[src/design/ssq_pkg.sv]
// ----------------------------------------------------------------------------
// ssq_pkg: shared types and constants of the severity priority queue
// Entry layout, per-cell command bundle, operation, severity and status codes.
// ----------------------------------------------------------------------------
package ssq_pkg;

   localparam int DEPTH_DEF = 16;   // default number of slots
   localparam int MAX_LIST  = 16;   // most entries one list request streams
   localparam int POS_W     = 4;    // width of the reported position

   // operation codes
   localparam logic [1:0] OP_INSERT = 2'd0;
   localparam logic [1:0] OP_SERVE  = 2'd1;
   localparam logic [1:0] OP_LIST   = 2'd2;

   // severity classes
   localparam logic [1:0] SEV_CRITICAL = 2'd0;
   localparam logic [1:0] SEV_SERIOUS  = 2'd1;
   localparam logic [1:0] SEV_REGULAR  = 2'd2;

   // result status
   localparam logic [1:0] ST_OK    = 2'd0;
   localparam logic [1:0] ST_FULL  = 2'd1;
   localparam logic [1:0] ST_EMPTY = 2'd2;

   typedef struct packed {
      logic [1:0]  sev;
      logic [15:0] tag;
      logic [6:0]  age;
      logic        gender;
   } ssq_entry_type;

   // broadcast to every cell
   typedef struct packed {
      logic          insert;       // insert takes effect this cycle
      logic          ins_crit;     // inserted record is critical
      logic          ins_serious;  // inserted record is serious
      logic          new_regular;  // inserted record is regular
      ssq_entry_type entry;        // the inserted record
      logic          load;         // copy slots into the read chain
      logic          shift;        // move the read chain one cell toward slot 0
   } ssq_cmd_type;

endpackage

[src/design/stable_severity_priority_queue.sv]
// ----------------------------------------------------------------------------
// stable_severity_priority_queue: ordered record list with severity insert
// Row of slot cells updated in parallel on insert; serve and list via a read chain.
// ----------------------------------------------------------------------------
// Usage:
//  - A command transfer happens at a clock edge with start high and busy low.
//    req_operation: insert, serve next, or list all entries; code 3 is ignored.
//  - Each result is shown for one cycle with rsp_strobe high; the receiver
//    cannot stall, so results are never held back. rsp_last marks the final
//    result of a command.
//  - Insert: result in the next cycle; busy stays low, so inserts
//    go at one per cycle. Every cell decides locally whether it keeps, takes
//    its left neighbor's entry or takes the new record.
//  - Serve: the slots are copied into a read chain that shifts toward slot 0
//    one cell per cycle; the result is registered from the chain head after
//    serve_index shifts, busy high meanwhile.
//  - List: one entry per cycle from slot 0 upward, min(count, 16) entries
//    in total, busy high meanwhile.
//  - Failed serve / empty list: a single status result in the next cycle.
//  - Reset empties the list and clears the serve index; slot contents are
//    not cleared and are never read before being written.
// ----------------------------------------------------------------------------
module stable_severity_priority_queue
   import ssq_pkg::*;
#(
   parameter int DEPTH = DEPTH_DEF
) (
   input  logic        clock,
   input  logic        reset,
   input  logic        start,
   output logic        busy,
   input  logic [1:0]  req_operation,
   input  logic [1:0]  req_severity,
   input  logic [15:0] req_record_tag,
   input  logic [6:0]  req_age_years,
   input  logic        req_gender_bit,
   output logic        rsp_strobe,
   output logic [1:0]  rsp_status,
   output logic [3:0]  rsp_position,
   output logic [1:0]  rsp_out_severity,
   output logic [15:0] rsp_out_tag,
   output logic [6:0]  rsp_out_age,
   output logic        rsp_out_gender,
   output logic        rsp_last
);

   localparam int CNT_W    = $clog2(DEPTH + 1);
   localparam int IDX_W    = $clog2(DEPTH);
   localparam int PX_W     = (CNT_W > POS_W) ? CNT_W : POS_W;
   localparam int LIST_MAX = (DEPTH < MAX_LIST) ? DEPTH : MAX_LIST;

   typedef enum logic [1:0] {S_IDLE, S_SEEK, S_LIST} state_type;

   state_type      state_ff;
   logic [CNT_W-1:0] count_ff;   // entries held
   logic [CNT_W-1:0] serve_ff;   // next slot to serve
   logic [CNT_W-1:0] rem_ff;     // shifts left (seek) or entries left (list)
   logic [CNT_W-1:0] pos_ff;     // slot reported with the next result

   logic             strobe_ff, last_ff;
   logic [1:0]       status_ff;
   logic [POS_W-1:0] position_ff;
   ssq_entry_type    out_ff;

   // cell chain
   ssq_entry_type    slot_q [DEPTH];
   ssq_entry_type    rd_q   [DEPTH];
   logic [DEPTH-1:0] ge_vec, r_vec, ge_left_vec, r_left_vec, first_vec;
   ssq_cmd_type      cmd;

   logic             accept, full, serve_ok;
   logic [IDX_W-1:0] ins_idx;
   logic [PX_W-1:0]  ins_px, pos_px;
   logic [CNT_W-1:0] list_n;

   assign accept   = start & ~busy;
   assign full     = (count_ff >= CNT_W'(DEPTH));
   assign serve_ok = (serve_ff < count_ff);
   assign list_n   = (count_ff > CNT_W'(LIST_MAX)) ? CNT_W'(LIST_MAX) : count_ff;

   assign ge_left_vec = {ge_vec[DEPTH-2:0], 1'b0};
   assign r_left_vec  = {r_vec[DEPTH-2:0], 1'b0};
   assign first_vec   = ge_vec & ~ge_left_vec;

   always_comb begin
      cmd              = '0;
      cmd.insert       = accept && (req_operation == OP_INSERT) && !full;
      cmd.ins_crit     = (req_severity == SEV_CRITICAL);
      cmd.ins_serious  = (req_severity == SEV_SERIOUS);
      cmd.new_regular  = (req_severity == SEV_REGULAR);
      cmd.entry.sev    = req_severity;
      cmd.entry.tag    = req_record_tag;
      cmd.entry.age    = req_age_years;
      cmd.entry.gender = req_gender_bit;
      cmd.load         = accept && (((req_operation == OP_SERVE) && serve_ok) ||
                                    ((req_operation == OP_LIST) && (count_ff != '0)));
      cmd.shift        = ((state_ff == S_SEEK) && (rem_ff != '0)) || (state_ff == S_LIST);
   end

   genvar gi;
   generate
      for (gi = 0; gi < DEPTH; gi++) begin : g_cell
         logic          occ;
         ssq_entry_type left_entry, right_rd;
         assign occ = (CNT_W'(gi) < count_ff);
         if (gi == 0) begin : g_head
            assign left_entry = '0;
         end else begin : g_body
            assign left_entry = slot_q[gi-1];
         end
         if (gi == DEPTH - 1) begin : g_tail
            assign right_rd = '0;
         end else begin : g_mid
            assign right_rd = rd_q[gi+1];
         end
         ssq_cell u_cell (
            .clock      (clock),
            .cmd        (cmd),
            .occupied   (occ),
            .left_entry (left_entry),
            .left_r     (r_left_vec[gi]),
            .left_ge    (ge_left_vec[gi]),
            .right_rd   (right_rd),
            .entry      (slot_q[gi]),
            .r_flag     (r_vec[gi]),
            .ge         (ge_vec[gi]),
            .rd         (rd_q[gi])
         );
      end
   endgenerate

   // insert position: index of the single first cell at or after it
   always_comb begin
      ins_idx = '0;
      for (int i = 0; i < DEPTH; i++) begin
         if (first_vec[i]) begin
            ins_idx = ins_idx | IDX_W'(i);
         end
      end
   end

   assign ins_px = PX_W'(ins_idx);
   assign pos_px = PX_W'(pos_ff);

   always_ff @(posedge clock) begin
      if (reset) begin
         state_ff  <= S_IDLE;
         count_ff  <= '0;
         serve_ff  <= '0;
         strobe_ff <= 1'b0;
      end else begin
         unique case (state_ff)
            S_IDLE: begin
               if (accept) begin
                  unique case (req_operation)
                     OP_INSERT: begin
                        strobe_ff <= 1'b1;
                        last_ff   <= 1'b1;
                        out_ff    <= '0;
                        if (full) begin
                           status_ff   <= ST_FULL;
                           position_ff <= '0;
                        end else begin
                           status_ff   <= ST_OK;
                           position_ff <= ins_px[POS_W-1:0];
                           count_ff    <= count_ff + CNT_W'(1);
                        end
                     end
                     OP_SERVE: begin
                        if (serve_ok) begin
                           strobe_ff <= 1'b0;
                           state_ff  <= S_SEEK;
                           rem_ff    <= serve_ff;
                           pos_ff    <= serve_ff;
                           serve_ff  <= serve_ff + CNT_W'(1);
                        end else begin
                           strobe_ff   <= 1'b1;
                           last_ff     <= 1'b1;
                           out_ff      <= '0;
                           status_ff   <= ST_EMPTY;
                           position_ff <= '0;
                        end
                     end
                     OP_LIST: begin
                        if (count_ff != '0) begin
                           strobe_ff <= 1'b0;
                           state_ff  <= S_LIST;
                           rem_ff    <= list_n;
                           pos_ff    <= '0;
                        end else begin
                           strobe_ff   <= 1'b1;
                           last_ff     <= 1'b1;
                           out_ff      <= '0;
                           status_ff   <= ST_EMPTY;
                           position_ff <= '0;
                        end
                     end
                     default: strobe_ff <= 1'b0;  // unused code: no result
                  endcase
               end else begin
                  strobe_ff <= 1'b0;
               end
            end
            S_SEEK: begin
               if (rem_ff == '0) begin
                  strobe_ff   <= 1'b1;
                  last_ff     <= 1'b1;
                  out_ff      <= rd_q[0];
                  status_ff   <= ST_OK;
                  position_ff <= pos_px[POS_W-1:0];
                  state_ff    <= S_IDLE;
               end else begin
                  strobe_ff <= 1'b0;
                  rem_ff    <= rem_ff - CNT_W'(1);
               end
            end
            S_LIST: begin
               strobe_ff   <= 1'b1;
               last_ff     <= (rem_ff == CNT_W'(1));
               out_ff      <= rd_q[0];
               status_ff   <= ST_OK;
               position_ff <= pos_px[POS_W-1:0];
               rem_ff      <= rem_ff - CNT_W'(1);
               pos_ff      <= pos_ff + CNT_W'(1);
               if (rem_ff == CNT_W'(1)) begin
                  state_ff <= S_IDLE;
               end
            end
            default: begin
               strobe_ff <= 1'b0;
               state_ff  <= S_IDLE;
            end
         endcase
      end
   end

   assign busy             = (state_ff != S_IDLE);
   assign rsp_strobe       = strobe_ff;
   assign rsp_status       = status_ff;
   assign rsp_position     = position_ff;
   assign rsp_out_severity = out_ff.sev;
   assign rsp_out_tag      = out_ff.tag;
   assign rsp_out_age      = out_ff.age;
   assign rsp_out_gender   = out_ff.gender;
   assign rsp_last         = last_ff;

`ifndef ASSERT_OFF
   a_count_bound: assert property (@(posedge clock) disable iff (reset)
      count_ff <= CNT_W'(DEPTH))
      else $error("entry count beyond depth");

   a_single_first: assert property (@(posedge clock) disable iff (reset)
      $onehot0(first_vec))
      else $error("more than one insert point in the cell row");

   a_insert_count: assert property (@(posedge clock) disable iff (reset)
      cmd.insert |=> count_ff == $past(count_ff) + CNT_W'(1))
      else $error("insert did not grow the list");

   a_serve_in_range: assert property (@(posedge clock) disable iff (reset)
      serve_ff <= count_ff)
      else $error("serve index past entry count");
`endif

endmodule

[src/design/ssq_cell.sv]
// ----------------------------------------------------------------------------
// ssq_cell: one slot of the queue
// Holds an entry, a "regular at or before here" flag and one read-chain stage.
// ----------------------------------------------------------------------------
module ssq_cell
   import ssq_pkg::*;
(
   input  logic          clock,
   input  ssq_cmd_type   cmd,
   input  logic          occupied,
   input  ssq_entry_type left_entry,
   input  logic          left_r,
   input  logic          left_ge,
   input  ssq_entry_type right_rd,
   output ssq_entry_type entry,
   output logic          r_flag,
   output logic          ge,
   output ssq_entry_type rd
);

   ssq_entry_type entry_ff, entry_in;
   ssq_entry_type rd_ff, rd_in;
   logic          r_ff, r_in;

   // slot index >= insert position; criticals form a prefix and r is monotone
   assign ge = ~occupied
             | (cmd.ins_crit & (entry_ff.sev != SEV_CRITICAL))
             | (cmd.ins_serious & r_ff);

   always_comb begin
      entry_in = entry_ff;
      r_in     = r_ff;
      if (cmd.insert && ge) begin
         entry_in = left_ge ? left_entry : cmd.entry;
         r_in     = left_r | cmd.new_regular;
      end
   end

   always_comb begin
      rd_in = rd_ff;
      if (cmd.load) begin
         rd_in = entry_ff;
      end else if (cmd.shift) begin
         rd_in = right_rd;
      end
   end

   always_ff @(posedge clock) begin
      entry_ff <= entry_in;
      r_ff     <= r_in;
      rd_ff    <= rd_in;
   end

   assign entry  = entry_ff;
   assign r_flag = r_ff;
   assign rd     = rd_ff;

endmodule
[config.mk]
export PLATFORM = sky130hd
export DESIGN_NAME = stable_severity_priority_queue
export DESIGN_NICKNAME = d
export VERILOG_FILES = /design/src/design/ssq_pkg.sv /design/src/design/stable_severity_priority_queue.sv /design/src/design/ssq_cell.sv
export SDC_FILE = /design/constraint.sdc
export NUM_CORES = 1
export LEC_CHECK = 0
export ABC_CLOCK_PERIOD_IN_PS = 21600
export BUFFER_PORTS_ARGS = -buffer_cell sky130_fd_sc_hd__buf_4
export CAP_MARGIN = 40
export CORE_MARGIN = 10
export CORE_UTILIZATION = 55
export DETAILED_ROUTE_END_ITERATION = 7
export PLACE_DENSITY = 0.71
export SLEW_MARGIN = 20
export SYNTH_ARGS = -nofsm -noshare
export SYNTH_HDL_FRONTEND = slang
export SYNTH_SLANG_ARGS = --single-unit
[constraint.sdc]
create_clock -name clock -period 21.6 [get_ports clock]
set_clock_uncertainty 0.2 [all_clocks]
set_input_delay 1.08 -clock clock [delete_from_list [all_inputs] [get_ports clock]]
set_output_delay 1.08 -clock clock [all_outputs]
set_load 0.03 [all_outputs]
Yosys cells after proc, flatten, opt, wreduce, memory -nomap -nowiden
Cells that the tools add are included.
{"block": "totals", "ff_bits": 904, "latch_bits": 0, "ramBits": 0, "rom_bits": 0, "input_bits": 31, "output_inout_bits": 35, "elab_cells": 466, "n_memories": 0}
{"block": "classes", "addsub": 4, "mul": 0, "div_mod_pow": 0, "n_lt_le_gt_ge": 19, "n_eq_ne": 17, "n_shift": 0, "n_mux": 111, "bitwise_logic": 101, "n_reduce_logical": 57}
{"operator": "$mux 26", "count": 51}
{"operator": "$pmux 26 s3", "count": 2}
{"operator": "$mux 4", "count": 13}
{"operator": "$or 1x1->1", "count": 47}
{"operator": "$lt 4x5->1 const A", "count": 8}
{"operator": "$reduce_bool 2->1", "count": 19}
{"operator": "$mux 5", "count": 7}
{"operator": "$and 1x1->1", "count": 33}
{"operator": "$pmux 5 s2", "count": 3}
{"operator": "$pmux 4 s3", "count": 2}
{"operator": "$logic_and 1x1->1", "count": 22}
{"operator": "$lt 3x5->1 const A", "count": 4}
{"operator": "$mux 2", "count": 10}
{"operator": "$not 1->1", "count": 19}
{"operator": "$pmux 2 s3", "count": 3}
{"operator": "$and 16x16->16", "count": 1}
{"operator": "$not 16->16", "count": 1}
{"operator": "$add 5x1->5 const B", "count": 3}
{"operator": "$ne 3x3->1 const B", "count": 5}
{"operator": "$pmux 5 s3", "count": 1}
{"operator": "$reduce_and 7->1", "count": 2}
{"operator": "$mux 3", "count": 4}
{"operator": "$pmux 1 s3", "count": 4}
{"operator": "$reduce_and 6->1", "count": 2}
{"operator": "other kinds (21)", "count": 43}

Depth between registers and ports, before layout
Gate-level depths: netlist (run 1).
{"block": "depth", "depth_word": 25, "mapped_depth": 10, "mapped_depth_nobuf": 8}

By module
From an unflattened synthesis (run 1), not the netlist that was laid out.
{"block": "hier_totals", "cells_unflattened": 2183, "area_unflattened_um2": 42448.2}
{"module": "ssq_cell", "instances": 16, "cells_each": 118, "area_per_inst_um2": 2462.4, "seq_area_each_um2": 1591.5}
{"module": "stable_severity_priority_queue", "instances": 1, "cells_each": 295, "area_per_inst_um2": 3050.4, "seq_area_each_um2": 1521.5}

Worst setup path after synthesis (run 1)
No wires, ideal clock.
{"block": "synth_path", "kind": "input to register", "start": "input port req_operation[1]", "end": "register g_cell[0].u_cell.rd_ff (netlist bit g_cell[0].u_cell.rd[0]) (enable)", "setup_ns": 0.805, "t_arrival_ns": 10.985, "required_ns": 20.595, "setup_slack_ns": 9.610, "path_stages": 6, "n_path_buf": 1, "path_cell_list": "inv_1 > ha_1 > or4b_4 > o211ai_2 > buf_2 > or3_1"}
{"block": "synth_via", "elab_chain_len": 5, "word_cells_on_any_way": 7, "classes_between": "eq/ne (2); reduce/logical (5)"}
{"item": "from (decl)", "line_no": "stable_severity_priority_queue.sv:32", "rtl": "input logic [1:0] req_operation,"}
{"item": "$eq 2x1->1 / $eq 2x2->1 (equally long branches)", "line_no": "stable_severity_priority_queue.sv:95, stable_severity_priority_queue.sv:96"}
{"item": "$logic_and 1x1->1 (on tied branches)", "line_no": "stable_severity_priority_queue.sv:95, stable_severity_priority_queue.sv:96"}
{"item": "$logic_or 1x1->1 (*)", "line_no": "stable_severity_priority_queue.sv:95", "rtl": "cmd.load = accept && (((req_operation == OP_SERVE) && serve_ok) ||"}
{"item": "$logic_and 1x1->1 (*)", "line_no": "stable_severity_priority_queue.sv:95"}
{"item": "$reduce_bool 2->1 (no line) (*)"}
{"item": "to (signal assigned)", "line_no": "ssq_cell.sv:51", "rtl": "rd_ff <= rd_in;"}
{"item": "to (decl)", "line_no": "ssq_cell.sv:22", "rtl": "ssq_entry_type rd_ff, rd_in;"}
Mark *: on every way between the ends. The rest lies on a longest branch, timed or not.
A chain may end at the register's enable or synchronous reset.

==> flow_metrics.tcl, run 1 <==
set metrics [dict create \
    period_minus_slack_ns 5.510 \
    drive_gt1_share_pct 30.92 \
    clockBufferDepth 3 \
    yosysSeqAreaShare_pct 69.48 \
    core-area_sq_um 70030 \
    cts_setup_buffers 0 \
    setup_tns_ns 0 \
    cp_max_fo 181 \
    endpoint_kind "flip-flop" \
    io_buffer_count 65 \
    die_x_um 285.7 \
    io_pins 66 \
    path_clk_slew_ns 0.06 \
    hold_viol 0 \
    status "completed" \
    tightest_slew_ns 1.098 \
    min_path_type "reg -> reg" \
    ant_nets 0 \
    grt_pass1_wl_um 119000 \
    place.gp.congestion 0.8442 \
    arrival_ns 5.68 \
    drt-total-wl_um 74290 \
    wl_per_cell_um 21.80 \
    final_common_cell "edfxtp_1" \
    start_util_pct 55.46 \
    power_density_nw_per_um2 90.88 \
    rows 97 \
    drc 0 \
    ys_types 55 \
    numPlacedInstances 3240 \
    cp-start-kind "flip-flop" \
    layout_common_cells "edfxtp_1, mux2_2, nand2_1" \
    hold_buffers 0 \
    grt_usage_pct 18.03 \
    critPathKind "reg -> reg" \
    grt_max_degree 182 \
    cts_buffers 89 \
    leakagePower_uw 0.01467 \
    yosys_warnings 0 \
    syn_nets 2385 \
    vias 19520 \
    root_buffer "clkbuf_16" \
    post-place-ws_ns 15.60 \
    grt_pass1_vias 20170 \
    drt-initial-drc-count 1802 \
    syn_area_sq_um 38840 \
    drv_slew 0 \
    multi_input_area_sq_um 11040 \
    area_delta_synth_final_pct 11.31 \
    cts_resized 0 \
    worst_slack_ns 16.09 \
    postSynthAreaPerCell_sq_um 16.63 \
    clock_latency_ns 0.63 \
    final-seq-area_sq_um 26990 \
    antenna_found_initial 0 \
    rsz0062_at_grt "false" \
    drt_first_pass_iters 5 \
    clkSinkCount 903 \
    setup_viol 0 \
    fin_crit_sh_pct 25.51 \
    cp.required_ns 21.77 \
    cts_tree "done" \
    num-fill-cells 4859 \
    h-tree-depth 3 \
    syn_inst 2335 \
    via_per_inst 5.729 \
    n_antenna_cell 0 \
    maxSlewHeadroom_pct 26.79 \
    fmax_ghz 0.1815 \
    hpwl_um 43060 \
    maxCapViolations 0 \
    ir_drop_mv 0.06274 \
    synth_seq_cells 903 \
    die_y_um 285.7 \
    grt-ovfl-total 0 \
    stdcell_count 3408 \
    die-area_sq_um 81640 \
    fin_nets 2445 \
]
==> worst max-delay path: stages, from the launching register on <==
cell and delay [ns]:
dfxtp_1 0.81, clkinv_1 0.50, ha_1 0.45, or4b_4 0.59
o211ai_4 0.18, buf_16 0.22, buf_4 0.20, buf_4 0.41
buf_12 0.30, buf_12 0.71, mux2_2 0.42
==> sequential cells by signal (all words and copies together), names as in the netlist, 4 cells and up <==
register              count
g_cell.u_cell.entry     416
g_cell.u_cell.rd        416
g_cell.u_cell.r_flag     16
rsp_out_tag              16
rsp_out_age               7
count_ff                  5
rem_ff                    5
serve_ff                  5
pos_ff                    4
rsp_position              4
==> worst paths after layout <==
check,start,endpoint,slack (ns),cells after the start
max,count_ff[4]$_SDFFE_PP0P_,g_cell[13].u_cell.rd[15]$_DFFE_PP_,16.09,10
min,g_cell[15].u_cell.entry[7]$_DFFE_PP_,g_cell[15].u_cell.rd[7]$_SDFFCE_PN0P_,0.31,1
max reg2reg,count_ff[4]$_SDFFE_PP0P_,g_cell[13].u_cell.rd[15]$_DFFE_PP_,16.09,10
min reg2reg,g_cell[15].u_cell.entry[7]$_DFFE_PP_,g_cell[15].u_cell.rd[7]$_SDFFCE_PN0P_,0.31,1
==> cells by family after synthesis <==
| family | count (synthesis) | share of synthesized area, % |
|---|---|---|
| compound gates | 88 | 1.601 |
| buf+inv | 164 | 2.448 |
| xor+xnor | 11 | 0.2481 |
| fa+ha+maj | 19 | 0.6121 |
| simple gates | 450 | 5.319 |
| mux | 700 | 20.29 |
| flops | 903 | 69.48 |
==> final cells by class <==
cell class | count | area share, %
multi-input combinational | 1268 | 25.53
tap | 940 | 2.720
clock inverter | 47 | 1.250
inverter | 22 | 0.1910
clock buffer | 117 | 5.591
timing repair buffer | 111 | 2.301
sequential | 903 | 62.42
==> through the flow <==
step	total power (uW)	hold WS (ns)	utilization, %	cell area [sq um]
floorplan	2326	0.2791	-	38840
global placement	2362	0.2880	57.23	40080
detailed placement	2373	0.3014	57.40	40190
CTS	3962	0.3170	61.62	43150
global route	4055	0.3292	61.74	43230
finish	3929	0.3147	61.74	43230
==> Yosys cell counts (all sizes together) <==
cell     instances  area share, %
mux2i            2          0.052
nor4             1          0.016
a311o            1          0.026
a31oi            8           0.14
mux2           698             20
o21ai            9           0.12
xor2             1          0.023
a211oi           6           0.12
xnor2           10           0.23
a211o            2          0.045
o31a             2          0.045
o2bb2ai          1          0.023
nor2            25           0.24
or4b             1          0.035
nor3            29           0.40
nand4            2          0.032
nor2b           21           0.34
nand2b          24           0.39
nand2          264            2.6
o31ai            9           0.21
nor3b            1          0.019
ha              19           0.61
a2111oi          2          0.045
a21boi           2          0.039
or3              3          0.048
clkbuf          53           0.51
o211ai           4           0.10
and3             4          0.064
o211a            1          0.026
a221oi           3          0.068
a21oi           28           0.36
or2              5          0.081
o32ai            2          0.045
a21o             2          0.039
edfxtp         890             69
o21bai           1          0.019
inv             20           0.19
a32o             4           0.10
buf             89            1.7
clkinv           2          0.019
dfxtp           13           0.67
nand3            8           0.10
and2            62            1.0
a21bo            1          0.026
==> power breakdown <==
part | total, uW | leakage (uW) | switching, uW | internal (uW)
registers | 2100 | 0.00827 | 31.9 | 2070
clock network | 1590 | 0.00145 | 657 | 933
logic | 240 | 0.00496 | 149 | 90.7
total | 3930 | 0.0147 | 839 | 3090
==> layer usage <==
metal / part of all wire [%] / track usage, % / routed length [um] / vias to the layer above
li1: - / - / - / 8951
met5: 0 / 0 / 0 / -
met1: 48 / 26.62 / 35410 / 9990
met4: 1.5 / 4.869 / 1144 / 0
met2: 46 / 27.40 / 33890 / 500
met3: 5.2 / 3.124 / 3842 / 83
Power figures use the tool's default switching activity.
==> run 2: changes to the inputs <==
ABC_CLOCK_PERIOD_IN_PS = 5000   (was 21600)
PLACE_DENSITY = 0.74   (was 0.71)
clock period = 5 ns   (was 21.6 ns; I/O delays follow)
==> run 2 against run 1 <==
Combinational power rose to 4.5 times the previous value. Critical path depth shrank 2. First-iteration DRC count is 3.6% higher. Maximum frequency increased by 45%. Die area is the same. Critical path type unchanged. Highest routed layer unchanged.
==> flow_metrics.tcl, run 2 (synthesized netlist as in run 1, its figures left out) <==
set metrics [dict create \
    clockBufferDepth 3 \
    r2r_end "g_cell[14].u_cell.rd[8]$_DFFE_PP_" \
    rsz0062_at_grt "false" \
    grt_max_degree 179 \
    clock_latency_ns 0.64 \
    grt-ovfl-total 0 \
    crit_path_cell_trace "inv_1 -> ha_1 -> nand2_1 -> nand2_1 -> o211ai_4 -> buf_8 -> buf_12 -> mux2_2" \
    via_per_inst 5.738 \
    critPathKind "reg -> reg" \
    placed_area_sq_um 40350 \
    final_common_cell "edfxtp_1" \
    io_pins 66 \
    die_y_um 285.7 \
    wl_per_cell_um 21.62 \
    vias 19810 \
    grt_pass1_vias 20540 \
    fin_nets 2486 \
    slowest_stage "buf_12" \
    maxSlewHeadroom_pct 30.95 \
    endpoint_kind "flip-flop" \
    cp-start-kind "flip-flop" \
    power_density_nw_per_um2 383.5 \
    drc 0 \
    arrival_ns 3.99 \
    status "completed" \
    hold_viol 0 \
    cts_tree "done" \
    fmax_ghz 0.2633 \
    path_clk_slew_ns 0.06 \
    min_path_type "in -> reg" \
    finalPower_uw 16690 \
    cts_resized 0 \
    holdCritStartpoint "reset" \
    setup_viol 0 \
    cp.required_ns 5.19 \
    reg2reg_depth 8 \
    drt_first_pass_iters 5 \
    place.gp.congestion 0.8325 \
    cp_max_fo 178 \
    die_x_um 285.7 \
    slowest_delay_ns 0.67 \
    area_delta_synth_final_pct 12.02 \
    worst-r2r-setup-slack_ns 1.20 \
    ant_nets 0 \
    layout_common_cells "edfxtp_1, mux2_2, nand2_1" \
    drive_gt1_share_pct 30.85 \
    worst_slack_ns 1.201 \
    grt_pass1_wl_um 120300 \
    post-route-util_pct 62.13 \
    ir_drop_mv 0.2770 \
    holdPathEnd "count_ff[4]$_SDFFE_PP0P_" \
    drt-total-wl_um 74650 \
    io_buffer_count 65 \
    die-area_sq_um 81640 \
    core-area_sq_um 70030 \
    fin_crit_sh_pct 75.97 \
    start_util_pct 55.46 \
    path_common_cell "nand2_1" \
    tightest_slew_ns 1.036 \
    r2r-start "count_ff[0]$_SDFFE_PP0P_" \
    grt_usage_pct 18.26 \
    h-tree-depth 3 \
    hold-path-cell-count 3 \
    post-place-ws_ns 1.286 \
    period_minus_slack_ns 3.799 \
    root_buffer "clkbuf_16" \
    cts_buffers 90 \
    maxCapViolations 0 \
    setup_tns_ns 0 \
    antenna_found_initial 0 \
    hpwl_um 44990 \
    final_area_sq_um 43510 \
    rows 97 \
    drt-initial-drc-count 1867 \
    leakagePower_uw 0.01477 \
    drv_slew 0 \
    clkSinkCount 903 \
]
==> run 2: cell types whose count changed in the layout (fill, tap and decap cells not counted), sizes merged <==
| cell | previous run | this run |
|---|---|---|
| buf | 111 | 120 |
| bufinv | 12 | 6 |
| clkbuf | 117 | 111 |
| clkinv | 35 | 51 |
| clkinvlp | 1 | 2 |
| diode | 0 | 1 |
| dlygate4sd3 | 0 | 30 |
==> run 2: where the power goes <==
group          total [uW]  leakage, uW  switching, uW  internal (uW)
Combinational        1090      0.00512            657            430
Clock                6540      0.00138           2850           3690
Sequential           9060      0.00827            140           8920
==> run 2: area by class of cell <==
type / count / area (sq um)
Clock buffer: 110 / 2370
Multi-Input combinational cell: 1268 / 11080
Sequential cell: 903 / 26990
Antenna cell: 1 / 2.502
Fill cell: 4909 / 26520
Tap cell: 940 / 1176
Inverter: 22 / 87.58
Timing Repair Buffer: 151 / 1345
Clock inverter: 58 / 455.4
==> run 2: metal layers <==
metal	wire, um	part of all wire (%)	vias up	track usage, %
met3	3632	4.9	89	2.727
li1	-	-	9053	-
met2	34730	47	520	28.38
met1	35000	47	10150	26.66
met5	0	0	-	0
met4	1280	1.7	0	5.053
==> run 2: timing repair <==
action	in CTS	in global routing
endpoints found under the setup margin	0	0
endpoints found under the hold margin	409	0
setup buffers	0	0
hold buffers	30	0
==> run 2: worst max-delay path by stage <==
stage | startpoint | endpoint | slack (ns)
floorplan | count_ff[4]$_SDFFE_PP0P_ | g_cell[0].u_cell.rd[0]$_DFFE_PP_ | -0.03
global placement | count_ff[0]$_SDFFE_PP0P_ | g_cell[10].u_cell.rd[25]$_DFFE_PP_ | 1.02
detailed placement | count_ff[0]$_SDFFE_PP0P_ | g_cell[14].u_cell.rd[8]$_DFFE_PP_ | 1.29
CTS | count_ff[0]$_SDFFE_PP0P_ | g_cell[14].u_cell.rd[8]$_DFFE_PP_ | 1.28
global route | count_ff[0]$_SDFFE_PP0P_ | g_cell[14].u_cell.rd[12]$_DFFE_PP_ | 0.98
finish | count_ff[0]$_SDFFE_PP0P_ | g_cell[14].u_cell.rd[8]$_DFFE_PP_ | 1.20
==> run 2: per-stage QoR <==
stage,hold WS [ns],cells
after floorplan,0.1489,2335
after CTS,0.2432,3449
after detailed placement,0.3014,3251
final,0.2879,3453
after global placement,0.2909,3246
after global routing,0.2952,3452
==> run 2: critical path, delay by kind of cell, from the launching register on <==
family	cells	cell delay (ns)
and+or+nand+nor	2	0.18
DFF	1	0.65
muxes	1	0.42
AOI/OAI and AO/OA	1	0.53
buffers and inverters	3	1.12
adders and majority gates	1	0.28
==> run 3: changes to the inputs <==
ABC_CLOCK_PERIOD_IN_PS = 3600   (was 5000)
PLACE_DENSITY = 0.71   (was 0.74)
clock period = 3.6 ns   (was 5 ns; I/O delays follow)
==> run 3 against run 2 <==
Core utilization increased by 0.35 points. Clock-buffer cell count is 14 higher. Cell area up 0.57%. Non-clock buffer count grew 17. Sequential power rose by 39%. First-iteration DRC count fell by 10%.
==> flow_metrics.tcl, run 3 (synthesized netlist as in run 1, its figures left out) <==
set metrics [dict create \
    setup_viol 0 \
    critPathKind "reg -> reg" \
    fin_crit_sh_pct 89.45 \
    path_delay_family "buffers and inverters" \
    whs_ns 0.2365 \
    grt-ovfl-total 0 \
    cp_max_fo 105 \
    hold_viol 0 \
    comb_power_share_pct 6.7 \
    io_pins 66 \
    cp-start-kind "flip-flop" \
    drv_slew 0 \
    finalPower_uw 23260 \
    clockBufferDepth 3 \
    fmax_ghz 0.3105 \
    cts_resized 0 \
    grt_max_degree 106 \
    via_per_inst 5.747 \
    ant_nets 0 \
    crit_path_start "count_ff[1]$_SDFFE_PP0P_" \
    die_y_um 285.7 \
    final_common_cell "edfxtp_1" \
    fin_nets 2504 \
    setup_tns_ns 0 \
    final-seq-area_sq_um 26990 \
    slowest_stage "dfxtp_1" \
    grt_pass1_wl_um 121500 \
    layout_common_cells "edfxtp_1, mux2_2, nand2_1" \
    die_x_um 285.7 \
    maxCapViolations 0 \
    maxSlewHeadroom_pct 50.85 \
    vias 19900 \
    num-fill-cells 4901 \
    clkSinkCount 903 \
    tightest_slew_ns 0.7307 \
    period_minus_slack_ns 3.220 \
    cts_buffers 91 \
    p_switching_uw 5032 \
    slowest_delay_ns 0.53 \
    clock_latency_ns 0.64 \
    path_common_cell "buf_12" \
    h-tree-depth 3 \
    crit_path_cell_trace "inv_1 -> ha_1 -> a21oi_1 -> o211ai_2 -> o211ai_4 -> buf_12 -> buf_12 -> mux2_2" \
    start_util_pct 55.46 \
    wl_per_cell_um 22.11 \
    endpoint_kind "flip-flop" \
    rsz0062_at_grt "false" \
    leakagePower_uw 0.01490 \
    r2r-start "count_ff[1]$_SDFFE_PP0P_" \
    ir_drop_mv 0.4246 \
    die-area_sq_um 81640 \
    worst-path-stages 8 \
    cts_tree "done" \
    clkPwrFrac_pct 39.2 \
    hold-path-cell-count 2 \
    status "completed" \
    min_path_type "in -> reg" \
    root_buffer "clkbuf_16" \
    io_buffer_count 65 \
    hpwl_um 46010 \
    holdCritStartpoint "req_record_tag[3]" \
    grt_pass1_vias 20490 \
    drive_gt1_share_pct 31.43 \
    multi_input_area_sq_um 11080 \
    n_antenna_cell 0 \
    switching_share_pct 21.64 \
    crit_buf_inv 3 \
    core-area_sq_um 70030 \
    arrival_ns 3.40 \
    drt_first_pass_iters 5 \
    intPower_uw 18220 \
    reg2reg_depth 8 \
    drt-total-wl_um 76560 \
    place.gp.congestion 0.8313 \
    power_density_nw_per_um2 531.5 \
    rows 97 \
    area_delta_synth_final_pct 12.66 \
    drc 0 \
    path_clk_slew_ns 0.07 \
    grt_usage_pct 18.62 \
    antenna_found_initial 0 \
    seqPwrFrac_pct 54.1 \
    drt-initial-drc-count 1681 \
    cp.required_ns 3.78 \
]
## run 3: cell types whose count changed in the layout (fill, tap and decap cells not counted), moves of 3 or more
cell and delta:
buf_12 +10, clkbuf_8 +3, buf_4 +13, clkbuf_1 +9, clkinv_1 -16
## run 3: per-layer routing
metal  vias up  track usage (%)  routed length [um]
met5         -                0                   0
met4         0            4.659                1297
met3        87            2.862                4059
met2       583            28.90               35260
met1     10160            27.34               35940
li1       9072                -                   -
## run 3: area by class of cell
cell class / count / area share (%)
Sequential cell: 903 / 61.69
Clock inverter: 38 / 0.7749
Clock buffer: 124 / 5.702
Timing Repair Buffer: 168 / 3.626
Tap cell: 940 / 2.688
Inverter: 22 / 0.2002
Multi-Input combinational cell: 1268 / 25.32
## run 3: worst register-to-register path: cells and delay by family (launching register included)
family | cells | cell delay [ns]
compound gates | 3 | 0.55
fa+ha+maj | 1 | 0.34
buf+inv | 3 | 0.86
flops | 1 | 0.53
mux | 1 | 0.49
## run 3: power by group through the flow
stage | registers (uW) | clock network (uW) | logic, uW
after floorplan | 12800 | 0 | 953
after global placement | 12800 | 0 | 1490
after detailed placement | 12800 | 0 | 1530
after CTS | 12600 | 9290 | 1580
after global routing | 12600 | 9720 | 1700
final | 12600 | 9120 | 1550
## run 3: through the flow
stage | cell area, sq um | utilization (%) | setup slack (ns) | cells
after floorplan | 38900 | - | -1.432 | 2335
after global placement | 40620 | 58.01 | 0.5228 | 3271
after detailed placement | 40620 | 58.01 | 0.4385 | 3271
after CTS | 43750 | 62.48 | 0.4349 | 3463
after global routing | 43750 | 62.48 | 0.1778 | 3463
final | 43750 | 62.48 | 0.3798 | 3463
## run 3: what timing repair did
item                      4_1_cts  5_1_grt
buffers inserted                0        0
hold endpoints to repair      439        0
hold buffers                   30        0
## run 3: path summary, 6_finish.rpt
path	slack (ns)	end
max	0.38	g_cell[14].u_cell.rd[4]$_DFFE_PP_
min	0.24	g_cell[0].u_cell.entry[11]$_DFFE_PP_
max reg2reg	0.38	g_cell[14].u_cell.rd[4]$_DFFE_PP_
min reg2reg	0.30	g_cell[15].u_cell.rd[11]$_SDFFCE_PN0P_
